`src/rtl/core/cidlp_pkg.sv`:
```
`timescale 1ns / 1ps
// ----------------------------------------------------------------------------
// cidlp_pkg
// Shared types and constants of the caller ID line parser.
// ----------------------------------------------------------------------------
package cidlp_pkg;

   localparam logic [7:0]  CH_CR      = 8'd13;
   localparam logic [7:0]  CH_LF      = 8'd10;
   localparam int          PAYLOAD_AT = 7;
   localparam int          TAG_BYTES  = 4;
   localparam int          PAIR_MIN   = 4;

   localparam logic [31:0] TAG_DATE   = 32'h4441_5445;
   localparam logic [31:0] TAG_TIME   = 32'h5449_4D45;
   localparam logic [31:0] TAG_NMBR   = 32'h4E4D_4252;

   // Wide enough for any supported number length (up to 32) and its count.
   localparam int          LEN_W      = 6;
   localparam int          POS_W      = 5;

   localparam logic [1:0]  CMD_DATE   = 2'd0;
   localparam logic [1:0]  CMD_TIME   = 2'd1;
   localparam logic [1:0]  CMD_NMBR   = 2'd2;

   typedef struct packed {
      logic [1:0]       kind;
      logic [LEN_W-1:0] len;
      logic [31:0]      text;
   } cmd_type;

endpackage

```
`src/rtl/core/cidlp_ifs.sv`:
```
`timescale 1ns / 1ps
// ----------------------------------------------------------------------------
// cidlp_req_if / cidlp_rsp_if
// Valid/ready channels carrying received bytes and record results.
// ----------------------------------------------------------------------------
interface cidlp_req_if;
   logic       valid;
   logic       ready;
   logic [7:0] rx_byte;

   modport source (output valid, output rx_byte, input ready);
   modport sink   (input valid, input rx_byte, output ready);
endinterface

interface cidlp_rsp_if;
   logic        valid;
   logic        ready;
   logic [15:0] day_text;
   logic [15:0] month_text;
   logic [15:0] hour_text;
   logic [15:0] minute_text;
   logic [7:0]  number_char;
   logic        number_valid;
   logic [4:0]  char_position;
   logic        last;

   modport source (output valid, output day_text, output month_text, output hour_text,
                   output minute_text, output number_char, output number_valid,
                   output char_position, output last, input ready);
   modport sink   (input valid, input day_text, input month_text, input hour_text,
                   input minute_text, input number_char, input number_valid,
                   input char_position, input last, output ready);
endinterface

```
`src/rtl/core/cidlp_cmd_fifo.sv`:
```
`timescale 1ns / 1ps
// ----------------------------------------------------------------------------
// cidlp_cmd_fifo
// Two-entry command queue between the line front end and the record back end.
// ----------------------------------------------------------------------------
module cidlp_cmd_fifo (
   input  logic              clock,
   input  logic              reset,
   input  logic              push,
   input  cidlp_pkg::cmd_type push_cmd,
   output logic              full,
   input  logic              pop,
   output logic              empty,
   output cidlp_pkg::cmd_type head_cmd
);
   import cidlp_pkg::*;

   cmd_type    entry_ff [2];
   logic       wr_ptr_ff, wr_ptr_in;
   logic       rd_ptr_ff, rd_ptr_in;
   logic [1:0] count_ff, count_in;

   assign full     = (count_ff == 2'd2);
   assign empty    = (count_ff == 2'd0);
   assign head_cmd = entry_ff[rd_ptr_ff];

   always_comb begin
      wr_ptr_in = wr_ptr_ff ^ push;
      rd_ptr_in = rd_ptr_ff ^ pop;
      count_in  = count_ff + {1'b0, push} - {1'b0, pop};
   end

   always_ff @(posedge clock) begin
      if (reset) begin
         wr_ptr_ff <= 1'b0;
         rd_ptr_ff <= 1'b0;
         count_ff  <= 2'd0;
      end else begin
         wr_ptr_ff <= wr_ptr_in;
         rd_ptr_ff <= rd_ptr_in;
         count_ff  <= count_in;
      end
   end

   always_ff @(posedge clock) begin
      if (push) begin
         entry_ff[wr_ptr_ff] <= push_cmd;
      end
   end

endmodule

```
`src/rtl/core/cidlp_front.sv`:
```
`timescale 1ns / 1ps
// ----------------------------------------------------------------------------
// cidlp_front
// Collects line bytes, captures tag and payload, classifies each line at its
// carriage return and queues a command for the back end.
// ----------------------------------------------------------------------------
module cidlp_front #(
   parameter int LINE_MAX   = 100,
   parameter int NUMBER_MAX = 19
) (
   input  logic                     clock,
   input  logic                     reset,
   cidlp_req_if.sink                req_chan,
   output logic                     push,
   output cidlp_pkg::cmd_type       push_cmd,
   input  logic                     fifo_full,
   input  logic                     number_done,
   input  logic [cidlp_pkg::POS_W-1:0] rd_idx,
   output logic [7:0]               rd_data
);
   import cidlp_pkg::*;

   localparam int CW = $clog2(LINE_MAX + 1);
   localparam int LW = $clog2(NUMBER_MAX + 1);
   localparam int IW = $clog2(NUMBER_MAX);

   logic [CW-1:0] count_ff, count_in;
   logic [31:0]   tag_ff, tag_in;
   logic [LW-1:0] len_ff, len_in;
   logic          ended_ff, ended_in;
   logic          busy_ff, busy_in;
   logic [7:0]    store_ff [NUMBER_MAX];
   logic          store_we;

   logic          take;
   logic [7:0]    b;
   logic          examine;

   assign req_chan.ready = !busy_ff && !fifo_full;
   assign take           = req_chan.valid && req_chan.ready;
   assign b              = req_chan.rx_byte;
   assign rd_data        = store_ff[rd_idx[IW-1:0]];
   assign examine        = take && (b == CH_CR) && (count_ff > CW'(PAYLOAD_AT));

   always_comb begin
      count_in = count_ff;
      tag_in   = tag_ff;
      len_in   = len_ff;
      ended_in = ended_ff;
      busy_in  = busy_ff;
      store_we = 1'b0;
      push     = 1'b0;
      push_cmd.kind = CMD_NMBR;
      push_cmd.len  = LEN_W'(len_ff);
      push_cmd.text = {store_ff[0], store_ff[1], store_ff[2], store_ff[3]};

      if (number_done) begin
         busy_in = 1'b0;
      end

      if (take && b != CH_LF) begin
         if (b != CH_CR) begin
            if (count_ff < CW'(LINE_MAX)) begin
               if (count_ff < CW'(TAG_BYTES)) begin
                  tag_in = {tag_ff[23:0], b};
               end else if (count_ff >= CW'(PAYLOAD_AT) && !ended_ff) begin
                  if (b == 8'd0) begin
                     ended_in = 1'b1;
                  end else if (len_ff < LW'(NUMBER_MAX)) begin
                     store_we = 1'b1;
                     len_in   = len_ff + 1'b1;
                  end
               end
               count_in = count_ff + 1'b1;
            end
         end else begin
            if (examine) begin
               if (tag_ff == TAG_DATE && len_ff >= LW'(PAIR_MIN)) begin
                  push          = 1'b1;
                  push_cmd.kind = CMD_DATE;
               end else if (tag_ff == TAG_TIME && len_ff >= LW'(PAIR_MIN)) begin
                  push          = 1'b1;
                  push_cmd.kind = CMD_TIME;
               end else if (tag_ff == TAG_NMBR) begin
                  // hold off new bytes until the back end has read the store
                  push          = 1'b1;
                  push_cmd.kind = CMD_NMBR;
                  busy_in       = 1'b1;
               end
            end
            count_in = '0;
            tag_in   = '0;
            len_in   = '0;
            ended_in = 1'b0;
         end
      end
   end

   always_ff @(posedge clock) begin
      if (reset) begin
         count_ff <= '0;
         tag_ff   <= '0;
         len_ff   <= '0;
         ended_ff <= 1'b0;
         busy_ff  <= 1'b0;
      end else begin
         count_ff <= count_in;
         tag_ff   <= tag_in;
         len_ff   <= len_in;
         ended_ff <= ended_in;
         busy_ff  <= busy_in;
      end
   end

   always_ff @(posedge clock) begin
      if (store_we) begin
         store_ff[len_ff[IW-1:0]] <= b;
      end
   end

endmodule

```
`src/rtl/core/cidlp_back.sv`:
```
`timescale 1ns / 1ps
// ----------------------------------------------------------------------------
// cidlp_back
// Executes queued commands: updates date and time pairs, and streams the
// caller number one character per word through a registered output.
// ----------------------------------------------------------------------------
module cidlp_back (
   input  logic                        clock,
   input  logic                        reset,
   input  logic                        fifo_empty,
   input  cidlp_pkg::cmd_type          head_cmd,
   output logic                        pop,
   output logic                        number_done,
   output logic [cidlp_pkg::POS_W-1:0] rd_idx,
   input  logic [7:0]                  rd_data,
   cidlp_rsp_if.source                 rsp_chan
);
   import cidlp_pkg::*;

   localparam logic ST_IDLE = 1'b0;
   localparam logic ST_EMIT = 1'b1;

   logic             state_ff, state_in;
   logic [POS_W-1:0] idx_ff, idx_in;
   logic [LEN_W-1:0] len_ff, len_in;
   logic [15:0]      day_ff, day_in;
   logic [15:0]      month_ff, month_in;
   logic [15:0]      hour_ff, hour_in;
   logic [15:0]      minute_ff, minute_in;

   logic             out_valid_ff, out_valid_in;
   logic [7:0]       out_char_ff, out_char_in;
   logic             out_nv_ff, out_nv_in;
   logic [POS_W-1:0] out_pos_ff, out_pos_in;
   logic             out_last_ff, out_last_in;
   logic [15:0]      out_day_ff, out_month_ff, out_hour_ff, out_minute_ff;

   logic             slot_free;
   logic             load;
   logic             is_last;

   assign slot_free = !out_valid_ff || rsp_chan.ready;
   assign rd_idx    = idx_ff;
   assign is_last   = ({1'b0, idx_ff} + LEN_W'(1)) == len_ff;

   always_comb begin
      state_in    = state_ff;
      idx_in      = idx_ff;
      len_in      = len_ff;
      day_in      = day_ff;
      month_in    = month_ff;
      hour_in     = hour_ff;
      minute_in   = minute_ff;
      pop         = 1'b0;
      number_done = 1'b0;
      load        = 1'b0;
      out_char_in = rd_data;
      out_nv_in   = 1'b1;
      out_pos_in  = idx_ff;
      out_last_in = is_last;

      unique case (state_ff)
         ST_IDLE: begin
            if (!fifo_empty) begin
               unique case (head_cmd.kind)
                  CMD_DATE: begin
                     pop      = 1'b1;
                     day_in   = head_cmd.text[31:16];
                     month_in = head_cmd.text[15:0];
                  end
                  CMD_TIME: begin
                     pop       = 1'b1;
                     hour_in   = head_cmd.text[31:16];
                     minute_in = head_cmd.text[15:0];
                  end
                  CMD_NMBR: begin
                     if (head_cmd.len == '0) begin
                        // empty number: one word with no character
                        if (slot_free) begin
                           pop         = 1'b1;
                           load        = 1'b1;
                           number_done = 1'b1;
                           out_char_in = 8'd0;
                           out_nv_in   = 1'b0;
                           out_pos_in  = '0;
                           out_last_in = 1'b1;
                        end
                     end else begin
                        pop      = 1'b1;
                        idx_in   = '0;
                        len_in   = head_cmd.len;
                        state_in = ST_EMIT;
                     end
                  end
                  default: begin
                     pop = 1'b1;
                  end
               endcase
            end
         end
         ST_EMIT: begin
            if (slot_free) begin
               load   = 1'b1;
               idx_in = idx_ff + 1'b1;
               if (is_last) begin
                  number_done = 1'b1;
                  state_in    = ST_IDLE;
               end
            end
         end
         default: begin
            state_in = ST_IDLE;
         end
      endcase

      if (load) begin
         out_valid_in = 1'b1;
      end else if (rsp_chan.ready) begin
         out_valid_in = 1'b0;
      end else begin
         out_valid_in = out_valid_ff;
      end
   end

   always_ff @(posedge clock) begin
      if (reset) begin
         state_ff     <= ST_IDLE;
         idx_ff       <= '0;
         len_ff       <= '0;
         day_ff       <= '0;
         month_ff     <= '0;
         hour_ff      <= '0;
         minute_ff    <= '0;
         out_valid_ff <= 1'b0;
      end else begin
         state_ff     <= state_in;
         idx_ff       <= idx_in;
         len_ff       <= len_in;
         day_ff       <= day_in;
         month_ff     <= month_in;
         hour_ff      <= hour_in;
         minute_ff    <= minute_in;
         out_valid_ff <= out_valid_in;
      end
   end

   always_ff @(posedge clock) begin
      if (load) begin
         out_char_ff   <= out_char_in;
         out_nv_ff     <= out_nv_in;
         out_pos_ff    <= out_pos_in;
         out_last_ff   <= out_last_in;
         out_day_ff    <= day_ff;
         out_month_ff  <= month_ff;
         out_hour_ff   <= hour_ff;
         out_minute_ff <= minute_ff;
      end
   end

   assign rsp_chan.valid         = out_valid_ff;
   assign rsp_chan.day_text      = out_day_ff;
   assign rsp_chan.month_text    = out_month_ff;
   assign rsp_chan.hour_text     = out_hour_ff;
   assign rsp_chan.minute_text   = out_minute_ff;
   assign rsp_chan.number_char   = out_char_ff;
   assign rsp_chan.number_valid  = out_nv_ff;
   assign rsp_chan.char_position = out_pos_ff;
   assign rsp_chan.last          = out_last_ff;

endmodule

```
`src/rtl/core/caller_id_line_parser.sv`:
```
`timescale 1ns / 1ps
// ----------------------------------------------------------------------------
// caller_id_line_parser
// Parses modem caller ID text lines and emits one word per number character.
// ----------------------------------------------------------------------------
// Throughput: one received byte per cycle unless the command queue is full; a
//   number record streams one word per cycle from the output register unless the
//   output is stalled, and input stalls from its carriage return until its last
//   word is loaded there (the back end reads the shared payload store).
// Path: a number word passes the command queue, the back-end step and the output
//   register; an empty number skips the back-end step.
// Reset: synchronous; clears line state, stored pairs, queue and output valid.
module caller_id_line_parser #(
   parameter int LINE_MAX   = 100,
   parameter int NUMBER_MAX = 19
) (
   input  logic        clock,
   input  logic        reset,
   cidlp_req_if.sink   req_chan,
   cidlp_rsp_if.source rsp_chan
);
   import cidlp_pkg::*;

   cmd_type          push_cmd;
   cmd_type          head_cmd;
   logic             push;
   logic             pop;
   logic             fifo_full;
   logic             fifo_empty;
   logic             number_done;
   logic [POS_W-1:0] rd_idx;
   logic [7:0]       rd_data;

   cidlp_front #(
      .LINE_MAX   (LINE_MAX),
      .NUMBER_MAX (NUMBER_MAX)
   ) u_front (
      .clock       (clock),
      .reset       (reset),
      .req_chan    (req_chan),
      .push        (push),
      .push_cmd    (push_cmd),
      .fifo_full   (fifo_full),
      .number_done (number_done),
      .rd_idx      (rd_idx),
      .rd_data     (rd_data)
   );

   cidlp_cmd_fifo u_fifo (
      .clock    (clock),
      .reset    (reset),
      .push     (push),
      .push_cmd (push_cmd),
      .full     (fifo_full),
      .pop      (pop),
      .empty    (fifo_empty),
      .head_cmd (head_cmd)
   );

   cidlp_back u_back (
      .clock       (clock),
      .reset       (reset),
      .fifo_empty  (fifo_empty),
      .head_cmd    (head_cmd),
      .pop         (pop),
      .number_done (number_done),
      .rd_idx      (rd_idx),
      .rd_data     (rd_data),
      .rsp_chan    (rsp_chan)
   );

endmodule

```
`src/flat_wrapper.sv`:
```
// flat-port wrapper written by rule: the top's interface ports become plain ports
module caller_id_line_parser_flat import cidlp_pkg::*;
#(
   parameter int LINE_MAX   = 100,
   parameter int NUMBER_MAX = 19
)
  (clock, reset, req_chan_valid, req_chan_rx_byte, req_chan_ready, rsp_chan_valid, rsp_chan_day_text, rsp_chan_month_text, rsp_chan_hour_text, rsp_chan_minute_text, rsp_chan_number_char, rsp_chan_number_valid, rsp_chan_char_position, rsp_chan_last, rsp_chan_ready);
  cidlp_req_if req_chan_i ();
  cidlp_rsp_if rsp_chan_i ();
  input  logic clock;
  input  logic reset;
  input wire logic [$bits(req_chan_i.valid)-1:0] req_chan_valid;
  input wire logic [$bits(req_chan_i.rx_byte)-1:0] req_chan_rx_byte;
  output wire logic [$bits(req_chan_i.ready)-1:0] req_chan_ready;
  output wire logic [$bits(rsp_chan_i.valid)-1:0] rsp_chan_valid;
  output wire logic [$bits(rsp_chan_i.day_text)-1:0] rsp_chan_day_text;
  output wire logic [$bits(rsp_chan_i.month_text)-1:0] rsp_chan_month_text;
  output wire logic [$bits(rsp_chan_i.hour_text)-1:0] rsp_chan_hour_text;
  output wire logic [$bits(rsp_chan_i.minute_text)-1:0] rsp_chan_minute_text;
  output wire logic [$bits(rsp_chan_i.number_char)-1:0] rsp_chan_number_char;
  output wire logic [$bits(rsp_chan_i.number_valid)-1:0] rsp_chan_number_valid;
  output wire logic [$bits(rsp_chan_i.char_position)-1:0] rsp_chan_char_position;
  output wire logic [$bits(rsp_chan_i.last)-1:0] rsp_chan_last;
  input wire logic [$bits(rsp_chan_i.ready)-1:0] rsp_chan_ready;
  assign req_chan_i.valid = req_chan_valid;
  assign req_chan_i.rx_byte = req_chan_rx_byte;
  assign req_chan_ready = req_chan_i.ready;
  assign rsp_chan_valid = rsp_chan_i.valid;
  assign rsp_chan_day_text = rsp_chan_i.day_text;
  assign rsp_chan_month_text = rsp_chan_i.month_text;
  assign rsp_chan_hour_text = rsp_chan_i.hour_text;
  assign rsp_chan_minute_text = rsp_chan_i.minute_text;
  assign rsp_chan_number_char = rsp_chan_i.number_char;
  assign rsp_chan_number_valid = rsp_chan_i.number_valid;
  assign rsp_chan_char_position = rsp_chan_i.char_position;
  assign rsp_chan_last = rsp_chan_i.last;
  assign rsp_chan_i.ready = rsp_chan_ready;
  caller_id_line_parser #(.LINE_MAX(LINE_MAX), .NUMBER_MAX(NUMBER_MAX)) u_core (.clock(clock), .reset(reset), .req_chan(req_chan_i), .rsp_chan(rsp_chan_i));
endmodule
```
`config.mk`:
```
export PLATFORM = sky130hd
export DESIGN_NAME = caller_id_line_parser_flat
export DESIGN_NICKNAME = d
export VERILOG_FILES = /design/src/rtl/core/cidlp_pkg.sv /design/src/rtl/core/cidlp_ifs.sv /design/src/rtl/core/cidlp_cmd_fifo.sv /design/src/rtl/core/cidlp_front.sv /design/src/rtl/core/cidlp_back.sv /design/src/rtl/core/caller_id_line_parser.sv /design/src/flat_wrapper.sv
export SDC_FILE = /design/constraint.sdc
export NUM_CORES = 1
export LEC_CHECK = 0
export BUFFER_PORTS_ARGS = -buffer_cell sky130_fd_sc_hd__buf_4
export CORE_MARGIN = 2
export CORE_UTILIZATION = 55
export DETAILED_ROUTE_END_ITERATION = 8
export PLACE_DENSITY = 0.83
export SLEW_MARGIN = 40
export SYNTH_ARGS = -nofsm -noshare
export SYNTH_HDL_FRONTEND = slang
export SYNTH_HIERARCHICAL = 1
export SYNTH_SLANG_ARGS = --single-unit
export TNS_END_PERCENT = 50
```
`constraint.sdc`:
```
create_clock -name clock -period 8.2 [get_ports clock]
set_clock_uncertainty 0.1 [all_clocks]
set_input_delay 0.41 -clock clock [delete_from_list [all_inputs] [get_ports clock]]
set_output_delay 0.41 -clock clock [all_outputs]
set_load 0.005 [all_outputs]
```
Yosys cells after proc, flatten, opt, wreduce, memory -nomap -nowiden
Memory sizes are Yosys's and may differ from the RTL's. A register that Yosys moved wholly into a read port is not among the register bits.
Cells that the tools add are included.
{"block": "totals", "regBits": 206, "elab_cells": 181, "n_memories": 2, "mem_bits_rw": 230, "out_inout_bits": 81}
{"name": "u_core.u_front.store_ff", "depth": 19, "word_bits": 8, "rd": 5, "rd_clocked_by_memory_dff": 1, "write_ports": 1, "line": "cidlp_front.sv:32", "source": "logic [7:0] store_ff [NUMBER_MAX];"}
{"name": "u_core.u_fifo.entry_ff", "depth": 2, "word_bits": 39, "rd": 1, "rd_clocked_by_memory_dff": 1, "write_ports": 1, "line": "cidlp_cmd_fifo.sv:18", "source": "cmd_type entry_ff [2];"}
{"block": "op_classes", "bitwise_logic": 6, "n_addsub": 6, "n_lt_le_gt_ge": 6, "reduce_logical": 27, "n_mux": 89, "n_eq_ne": 21}
{"cell": "$eq A32 B31 Y1 const B", "count": 3}
{"cell": "$mux W32", "count": 3}
{"cell": "$mux W5", "count": 17}
{"cell": "$mux W1", "count": 53}
{"cell": "$mux W8", "count": 5}
{"cell": "$ne A8 B4 Y1 const B", "count": 2}
{"cell": "$mux W7", "count": 2}
{"cell": "$ne A2 B1 Y1 const B", "count": 7}
{"cell": "$add A5 B1 Y5 const B", "count": 2}
{"cell": "$mux W2", "count": 5}
{"cell": "$pmux W5 S2", "count": 1}
{"cell": "$reduce_and A3 Y1", "count": 3}
{"cell": "$eq A8 B4 Y1 const B", "count": 1}
{"cell": "$logic_and A1 B1 Y1", "count": 8}
{"cell": "$logic_not A8 Y1", "count": 1}
{"cell": "$ne A2 B2 Y1 const B", "count": 4}
{"cell": "$reduce_and A4 Y1", "count": 2}
{"cell": "$add A7 B1 Y7 const B", "count": 1}
{"cell": "$ge A7 B3 Y1 const B", "count": 1}
{"cell": "$gt A7 B3 Y1 const B", "count": 1}
{"cell": "$lt A7 B3 Y1 const B", "count": 1}
{"cell": "$lt A7 B7 Y1 const B", "count": 1}
{"cell": "$add A5 B1 Y6 const B", "count": 1}
{"cell": "$eq A6 B6 Y1", "count": 1}
{"cell": "18 further kinds", "count": 29}

Logic depth before layout (Yosys ltp)
{"block": "depth", "word_depth": 14, "ltp_mapped": 11, "mapped_depth_nobuf": 9}

Cells and area by module
The synthesis kept the hierarchy.
{"module": "cidlp_front", "instances": 1, "area_each_um2": 8763.4, "cells_each": 597}
{"module": "cidlp_back", "instances": 1, "area_each_um2": 5412.7, "cells_each": 459}
{"module": "cidlp_cmd_fifo", "instances": 1, "area_each_um2": 3290.7, "cells_each": 144}

Worst setup path after synthesis
OpenSTA, ideal clock, no wires.
{"block": "synth_path", "path_type": "flip-flop to flip-flop", "startpoint": "reg u_core/u_fifo/rd_ptr_ff (netlist name)", "endpoint": "reg u_core.u_back.out_pos_ff[0], in the netlist u_core/u_back/rsp_chan.char_position[0] (enable)", "synth_period_minus_slack_ps": 4172, "stages_incl_launch_ff": 9, "required_ps": 7660, "slack_ps": 4028, "t_arrival_ps": 3633, "path_buffers": 3, "cell_sequence": "dfxtp_1 buf_6 buf_12 mux2_4 or4_4 nor3_2 nand3_2 buf_2 nand2_1"}
{"element": "end signal, assigned", "line": "cidlp_back.sv:151", "source": "out_pos_ff <= out_pos_in;"}
{"element": "end, declared", "line": "cidlp_back.sv:34", "source": "logic [POS_W-1:0] out_pos_ff, out_pos_in;"}

==> flow_metrics.tcl <==
set metrics [dict create \
    postLayoutSetupSlackWorst_ns 4.54 \
    via_per_inst 6.01 \
    cts_buffers 43 \
    gp_congestion 0.840 \
    vias 10301 \
    start_kind "flop" \
    drc 0 \
    slowest_stage "buf_4" \
    dp_hpwl_um 21100 \
    min_period_ns 3.66 \
    fillers 2160 \
    worstMarginPinSlew_ns 0.866 \
    cts_max_level 2 \
    grt_first_pass_wirelength_um 54400 \
    p_total_mw 4.46 \
    multi_input_area_um2 4960 \
    postCtsSetupRepairBufs 0 \
    drtIter0Drc 1021 \
    postRouteAntennaNets 0 \
    route.met2.wl_um 17400 \
    fin_util 0.633 \
    reg2reg_slack_ns 4.54 \
    synth_edf_count 319 \
    antenna_found_initial 0 \
    syn_avg_cell_area_um2 14.6 \
    seq_area_um2 12100 \
    cts_root_buf "clkbuf_16" \
    crit_chain "buf_4 -> mux2_4 -> or4_4 -> nor3_2 -> nand3_2 -> nand2_8" \
    met3_length_um 2300 \
    criticalPathCategory "reg -> reg" \
    drive_above_1_share 0.205 \
    maxClockFrequency_ghz 0.273 \
    cts.clk_slew.worst_paths_ns 0.07 \
    required_ns 8.28 \
    die_height_um 182 \
    arrival_ns 3.74 \
    vdd_drop_max_uv 169 \
    path_max_fanout 79 \
    ys_ff_latch 446 \
    tns_ns 0 \
    grt_max_degree 80 \
    clock_latency_ns 0.56 \
    synthArstFlopShare 0 \
    drt_first_pass_iters 5 \
    largest_reg_flops 160 \
    p_per_area_nw_per_um2 225 \
    finalCritPeriodShare 0.446 \
    maxCapViolCount 0 \
    clockBufferDepth 3 \
    holdCritPathClass "in -> reg" \
    diodes 0 \
    p_leak_nw 6.47 \
    grt_pass1_vias 9854 \
    row_count 65 \
    outcome "finished clean" \
    setup_violations 0 \
    hold_buffers 0 \
    initial_core_util 0.556 \
    syn_inst 1200 \
    worstSetupEndpointType "flop" \
    grt_overflow 0 \
    synth.distinct_cells 74 \
    die_x_um 182 \
    wirelength_um 34700 \
    critical-path-max-stage-delay_ns 0.61 \
    wl_per_cell_um 20.3 \
    tritoncts "built" \
    dieArea_um2 33200 \
    seq_area_frac_synth 0.694 \
    slew_viol_final 0 \
    drt-met1-wl_um 14200 \
    cts_resized 0 \
    dr.max_layer_used "met4" \
    relSlewSlack 0.415 \
    grtUsageTotal 0.209 \
    rsz0062_at_grt "false" \
    hold_viol 0 \
    syn_nets 1222 \
    portBuffers 92 \
    synthToLayoutAreaGrowth_pct 13.7 \
    synthesis.area_um2 17500 \
    cts.sinks 446 \
    place_ws_ns 4.62 \
    yosys_most_used_dff "edfxtp_1" \
    io_pins 93 \
    core_area_um2 31400 \
    yosys_warnings 6 \
    nets 1299 \
]
[cell usage after synthesis (all sizes together), types with 9 or more instances]
cell type	number	area, um^2
nand3	24	130
a21oi	111	567
a22oi	20	150
and2	17	106
o21ai	37	185
nand2	160	601
o311ai	9	78.8
clkbuf	43	161
and4	22	193
mux2i	43	430
nor2	16	67.6
mux2	40	597
dfxtp	127	2540
ha	10	125
edfxtp	319	9580
nor2b	11	68.8
inv	9	33.8
nand4	30	188
buf	30	229
mux4	25	563
[logic make-up after synthesis]
group,count (synthesis),share of synthesized area
flops,446,0.694
simple gates,338,0.105
compound gates,203,0.0713
mux,108,0.0910
buf+inv,82,0.0243
xor+xnor,12,0.00681
fa+ha+maj,10,0.00716
other cells,1,0.000215
[cell usage in the layout (no fill, tap or decap), types with 8 or more instances in the layout]
cell	netlist	final
a22oi_1	20	20
clkbuf_16	0	43
mux4_2	25	25
nor2_1	15	15
edfxtp_1	319	319
o21ai_0	37	37
and2_1	16	15
nand3_1	22	22
nor2b_1	11	11
dfxtp_1	127	124
buf_4	2	104
nand4_1	30	30
ha_1	10	10
o311ai_0	8	8
mux2_4	39	39
a21oi_1	108	108
inv_1	9	9
mux2i_1	43	43
nand2_1	160	158
and4_1	22	22
xnor2_1	8	8
[metrics by stage]
stage / instance area, um^2 / instances / hold WS [ns]
detailed placement: 18400 / 1634 / 0.316
global placement: 18400 / 1634 / 0.315
CTS: 19900 / 1713 / 0.145
finish: 19900 / 1713 / 0.170
global route: 19900 / 1713 / 0.163
floorplan: 17500 / 1200 / 0.308
[layer usage]
metal  track usage  vias to the layer above
met5             0                        -
met4        0.0652                        0
met3        0.0275                       67
met2         0.357                      425
met1         0.281                     5089
li1              -                     4720
[area by class of cell]
type | count | share of cell area
Clock buffer | 55 | 0.0595
Clock inverter | 24 | 0.0134
Inverter | 9 | 0.00170
Multi-Input combinational cell | 672 | 0.250
Sequential cell | 446 | 0.610
Tap cell | 402 | 0.0253
Timing Repair Buffer | 105 | 0.0399
[power breakdown]
part	internal, mW	switching, mW	total (mW)	leakage (nW)
logic	0.0135	0.0431	0.0567	1.83
clock network	1.16	0.838	2.00	0.704
registers	2.40	0.00530	2.41	3.93
[path summary, 6_finish.rpt]
kind	cells past startpoint	end	from
min reg2reg	0	u_core/u_back/rsp_chan.hour_text[0]	u_core/u_back/hour_ff[0]
max	6	u_core/u_back/rsp_chan.hour_text[8]	u_core/u_fifo/rd_ptr_ff
min	3	u_core/u_front/tag_ff[1]	req_chan_rx_byte[1]
max reg2reg	6	u_core/u_back/rsp_chan.hour_text[8]	u_core/u_fifo/rd_ptr_ff
[worst max-delay path, delay by kind of cell (launching register included)]
| kind | cells | cell delay (ns) |
|---|---|---|
| flip-flops | 1 | 0.33 |
| multiplexers | 1 | 0.36 |
| AND/OR/NAND/NOR | 4 | 1.76 |
| buffers and inverters | 1 | 0.61 |
(Power assumes the default switching activity.)
